## src/hdl/svim_pkg.sv

```systemverilog
`timescale 1ns / 1ps
// ----------------------------------------------------------------------------
// svim_pkg: shared types and constants of the strided view index mapper
// Table sizes, action codes, controller states and the divider cell payload.
// ----------------------------------------------------------------------------
package svim_pkg;

  localparam int unsigned MAX_AXES  = 4;
  localparam int unsigned MAX_VIEWS = 4;
  localparam int unsigned WORD_W    = 32;
  localparam int unsigned DIV_STEPS = WORD_W;
  localparam int unsigned AXIS_W    = $clog2(MAX_AXES);
  localparam int unsigned SLOT_W    = $clog2(MAX_VIEWS);
  localparam int unsigned ENTRY_W   = AXIS_W + SLOT_W;

  typedef enum logic [1:0] {
    ACT_MAP   = 2'd0,
    ACT_AXIS  = 2'd1,
    ACT_VIEW  = 2'd2,
    ACT_SPARE = 2'd3
  } action_e;

  typedef enum logic [6:0] {
    ST_IDLE = 7'b0000001,
    ST_VIEW = 7'b0000010,
    ST_AXIS = 7'b0000100,
    ST_DIV  = 7'b0001000,
    ST_MUL  = 7'b0010000,
    ST_ACC  = 7'b0100000,
    ST_NEXT = 7'b1000000
  } state_e;

  // One restoring-division step travels from cell to cell in this form.
  typedef struct packed {
    logic              valid;
    logic [WORD_W-1:0] rem;
    logic [WORD_W-1:0] quo;
    logic [WORD_W-1:0] dvs;
  } div_t;

endpackage

```

## src/hdl/svim_div_cell.sv

```systemverilog
`timescale 1ns / 1ps
// ----------------------------------------------------------------------------
// svim_div_cell: one stage of the restoring divider chain
// Shifts one dividend bit into the partial remainder and subtracts if it fits.
// ----------------------------------------------------------------------------
module svim_div_cell (
  input  logic             clk_i,
  input  logic             rst_ni,
  input  svim_pkg::div_t   cell_i,
  output svim_pkg::div_t   cell_o
);

  logic [svim_pkg::WORD_W:0]   trial;
  logic [svim_pkg::WORD_W:0]   diff;
  logic                        fits;
  logic [svim_pkg::WORD_W-1:0] rem_d, quo_d;
  logic                        valid_q;
  logic [svim_pkg::WORD_W-1:0] rem_q, quo_q, dvs_q;

  always_comb begin
    trial = {cell_i.rem, cell_i.quo[svim_pkg::WORD_W-1]};
    diff  = trial - {1'b0, cell_i.dvs};
    fits  = ~diff[svim_pkg::WORD_W];
    rem_d = fits ? diff[svim_pkg::WORD_W-1:0] : trial[svim_pkg::WORD_W-1:0];
    quo_d = {cell_i.quo[svim_pkg::WORD_W-2:0], fits};
  end

  always_ff @(posedge clk_i or negedge rst_ni) begin
    if (!rst_ni) begin
      valid_q <= 1'b0;
    end else begin
      valid_q <= cell_i.valid;
    end
  end

  always_ff @(posedge clk_i) begin
    rem_q <= rem_d;
    quo_q <= quo_d;
    dvs_q <= cell_i.dvs;
  end

  assign cell_o = '{valid: valid_q, rem: rem_q, quo: quo_q, dvs: dvs_q};

endmodule

```

## config.mk

```make
export PLATFORM = sky130hd
export DESIGN_NAME = svim_div_cell
export DESIGN_NICKNAME = d
export VERILOG_FILES = /design/src/hdl/svim_pkg.sv /design/src/hdl/svim_div_cell.sv
export SDC_FILE = /design/constraint.sdc
export NUM_CORES = 1
export LEC_CHECK = 0
export BUFFER_PORTS_ARGS = -buffer_cell sky130_fd_sc_hd__buf_2
export CAP_MARGIN = 15
export CORE_MARGIN = 4
export CORE_UTILIZATION = 51
export CTS_CLUSTER_SIZE = 24
export DETAILED_ROUTE_END_ITERATION = 6
export MAX_ROUTING_LAYER = met4
export PLACE_DENSITY = 0.94
export SLEW_MARGIN = 40
export SYNTH_ARGS = -nofsm -noshare
export SYNTH_HDL_FRONTEND = slang
export SYNTH_SLANG_ARGS = --single-unit
```

## constraint.sdc

```tcl
create_clock -name clk_i -period 1.1 [get_ports clk_i]
set_input_delay 0 -clock clk_i [delete_from_list [all_inputs] [get_ports clk_i]]
set_output_delay 0 -clock clk_i [all_outputs]
set_load 0.1 [all_outputs]
```

==> out/results.ini, run 1 <==
[sta]
grt_worst_setup_endpoint=rem_q[4]$_DFF_P_/D
worst-ep-kind=register input

[place]
dp_cells=850
dp_slack_ps=-1440
hpwl_um=12400
gp_congestion=1.00
port_buffers=195

[floorplanning]
rows=33
io_pins=196
die_x_um=101
fp.dieH_um=101
initial_core_util_pct=53.1

[yosys]
synthTopCellsByCount=dfxtp_1, nand2_1, inv_1
synthCells=458
synth_area_leaders=dfxtp_1, ha_1, mux2_4
ys_seq_area_share_pct=44.2
yosysMostFrequentCell=dfxtp_1
yosys_warnings=0
synth_top_area_share_pct=43.6
synth_cell_types=51
synth_ff_type=dfxtp_1
syn_avg_cell_area_um2=9.62
synth_edf_count=0
synth_top_area_cell=dfxtp_1
synth_area_um2=4410
synthArstFlopShare_pct=1.03
syn_nets=590
ys_ff_latch=97

[clock_network]
numCtsBuffers=9
clock-sinks=97
h-tree-depth=3
clockRootBuffer=clkbuf_8
cts_buffer_depth=2

[run_status]
lastStage=global routing
run_status=did not finish
error=[ERROR DPL-0038] Utilization greater than 100%, impossible to legalize

[global_route]
grt_start_max_net_pins=20

-- metrics by stage --
| stage | util, % | hold WS [ps] | area, um^2 |
|---|---|---|---|
| 2_1_floorplan | - | -296 | 4530 |
| 3_3_place_gp | 77.4 | -225 | 6420 |
| 3_5_place_dp | 77.4 | -222 | 6420 |
| 4_1_cts | 96.4 | 70.4 | 8000 |
-- cell families after synthesis --
family / synth area share (%)
AOI/OAI and AO/OA: 18.1
xor gates and xnor gates: 4.77
adders and majority gates: 9.54
buffers and inverters: 5.56
DFF: 44.2
muxes: 6.13
and+or+nand+nor: 11.8
-- timing repair --
action,in CTS
hold buffers,99
setup buffers,9
pin swaps,13
resized for setup,110
cloned,1
setup endpoints to repair,122
hold endpoints to repair,97
==> run 2: changes to the inputs <==
Settings changed: CORE_UTILIZATION 51 to 40, CTS_CLUSTER_SIZE 24 to not set, MAX_ROUTING_LAYER met4 to not set, PLACE_DENSITY 0.94 to not set, PLACE_DENSITY_LB_ADDON set to 0.15.
==> run 2 against run 1 <==
  * The flow now finishes, with violations (setup timing)
  * Synthesized cell count unchanged
  * Area after synthesis unchanged
==> out/results.ini, run 2 <==
[worst_setup_path]
cp_max_fo=5
critPathLaunch=cell_i[79]
end_kind=flip-flop
critPathCapture=rem_q[17]
worst-setup-path-type=in -> reg
cp_data_arrival_time_ps=2340
crit_path_start_kind=input port
worstPathRequired_ps=1360

[yosys]
synth-compound-area-share_pct=18.1
syn_avg_cell_area_um2=9.62
yosys_warnings=0
synth_top_family_by_area=compound AO/OA/AOI/OAI gates
synth_top_area_cell=dfxtp_1
ys_ff_latch=97
synth_area_um2=4410
synth_cell_types=51
synth_top_area_share_pct=43.6
muxShareOfSynthArea_pct=6.13
yosysMostFrequentCell=dfxtp_1
synthArstFlopShare_pct=1.03
synth_edf_count=0
synth_ff_type=dfxtp_1
synth-simple-area-share_pct=11.8
ys_seq_area_share_pct=44.2
synthCells=458
synth_area_leaders=dfxtp_1, ha_1, mux2_4
synth_adder_area_share_pct=9.54
synthTopCellsByCount=dfxtp_1, nand2_1, inv_1
syn_nets=590
synthXorXnorAreaFrac_pct=4.77

[floorplanning]
core_um2=10800
initial_core_util_pct=40.8
die_area_um2=12800
rows=38
die_x_um=113
fp.dieH_um=113
io_pins=196

[drt]
viasPerCell=4.78
drtAntennaViolNets=0
drt-initial-drc-count=201
post-route-drc-count=0
wire_per_inst_um=15.8
routed_wirelength_um=16000
num_vias=4854
firstDrtPassIters=4

[clock_network]
clock-sinks=97
h-tree-depth=3
numCtsBuffers=9
cts_tree=done
clockRootBuffer=clkbuf_8
cts_buffer_depth=2
path_clk_slew_ps=100

[global_route]
grt_start_max_net_pins=19
antenna_found_initial=0
grt_pass1_vias=5241
grt_usage_pct=25.2
overflow=0
grt_pass1_wl_um=25600

[run_status]
violations=setup timing
run_status=complete, but fails checks

[final_layout]
layout_common_cells=buf_4, dlygate4sd3_1, dfxtp_1
nets=1002
area_growth_pct=86.4
drive_gt1_share_pct=44.1
multi_input_area_um2=2410
regArea_um2=1950
diodes=0
final_common_cell=buf_4
fillers=719
largest_registers=dvs_q: 32 flops, quo_q: 32 flops, rem_q: 32 flops

[pwr]
peakVddDrop_mv=1.07
p_leak_nw=4.12
power_density_nw_per_um2=1600

[job]
max_cap_violations=0

[sta]
rsz0062_at_grt=yes
finalSetupViolCount=33
finalMaxSlewViolations=0
holdWs_ps=86.0
finalHoldViolCount=0
max_freq_mhz=481
fin_crit_ps=2080
slew_headroom_pct=70.9
worstMarginPinSlew_ps=432
setup_slack_ps=-981
fin_crit_sh_pct=189
finalSetupTns_ps=-28570

[place]
hpwl_um=10800
port_buffers=195
gp_congestion=0.865

[min_path]
min_path_type=in -> reg

run 2: cells by family (layout without fill, tap and decap cells):
| kind of cell | after synthesis | count (layout) |
|---|---|---|
| simple gates | 108 | 108 |
| flops | 97 | 97 |
| buf+inv | 58 | 475 |
| fa+ha+maj | 33 | 33 |
| mux | 18 | 18 |
| compound gates | 120 | 120 |
| xor+xnor | 24 | 24 |
run 2: how the worst min path moves through the flow:
stage,startpoint,endpoint,cells past startpoint
floorplan,rst_ni,valid_q,0
global placement,rst_ni,valid_q,1
detailed placement,rst_ni,valid_q,1
CTS,cell_i[0],dvs_q[0],1
global route,cell_i[1],rem_q[1],3
finish,cell_i[1],rem_q[1],3
run 2: per-stage QoR:
step | power [mW] | util (%) | setup WS, ps | cell area (um^2) | cells
after floorplan | 8.36 | - | -1150 | 4530 | 458
after global placement | 9.87 | 60.1 | -1360 | 6480 | 887
after detailed placement | 9.92 | 60.1 | -1440 | 6480 | 887
after CTS | 13.1 | 75.1 | -916 | 8110 | 1008
after global routing | 13.7 | 76.1 | -1040 | 8220 | 1015
final | 13.2 | 76.1 | -981 | 8220 | 1015
run 2: power by group:
| part | switching [mW] | leakage (nW) | total, mW | internal (mW) |
|---|---|---|---|---|
| combinational | 4.30 | 3.19 | 6.61 | 2.31 |
| clock | 1.25 | 0.110 | 2.49 | 1.25 |
| sequential | 0.151 | 0.822 | 4.05 | 3.90 |
| total | 5.70 | 4.12 | 13.2 | 7.46 |
run 2: what timing repair did:
action / CTS / global route
buffers inserted: 10 / 3
hold buffers: 94 / 5
gates cloned: 2 / 0
setup endpoints to repair: 122 / 36
pin swaps: 19 / 11
gates resized for setup: 120 / 17
endpoints found under the hold margin: 97 / 4
run 2: worst max-delay path, stage by stage:
cell      delay, ps
buf_6           100
ha_4            260
a21oi_4         130
o211ai_1        120
a221o_1         360
a211o_1         260
o21a_1          230
o211ai_4        230
inv_4            70
buf_12          140
buf_12          130
mux2_4          300
run 2: metal layers:
layer | share of wire (%) | wire length (um) | GRT usage (%) | vias up
li1 | - | - | - | 2416
met1 | 40 | 6350 | 28.3 | 2239
met2 | 52 | 8360 | 46.8 | 178
met3 | 6.6 | 1060 | 5.45 | 21
met4 | 1.7 | 273 | 8.25 | 0
met5 | 0 | 0 | 0 | -
run 2: layout make-up:
type,instances,area share (%)
Multi-Input combinational cell,303,29.3
Tap cell,140,2.13
Inverter,42,2.01
Clock buffer,13,2.06
Sequential cell,97,23.7
Clock inverter,3,0.579
Timing Repair Buffer,417,40.2
Power figures use the tool's default switching activity.
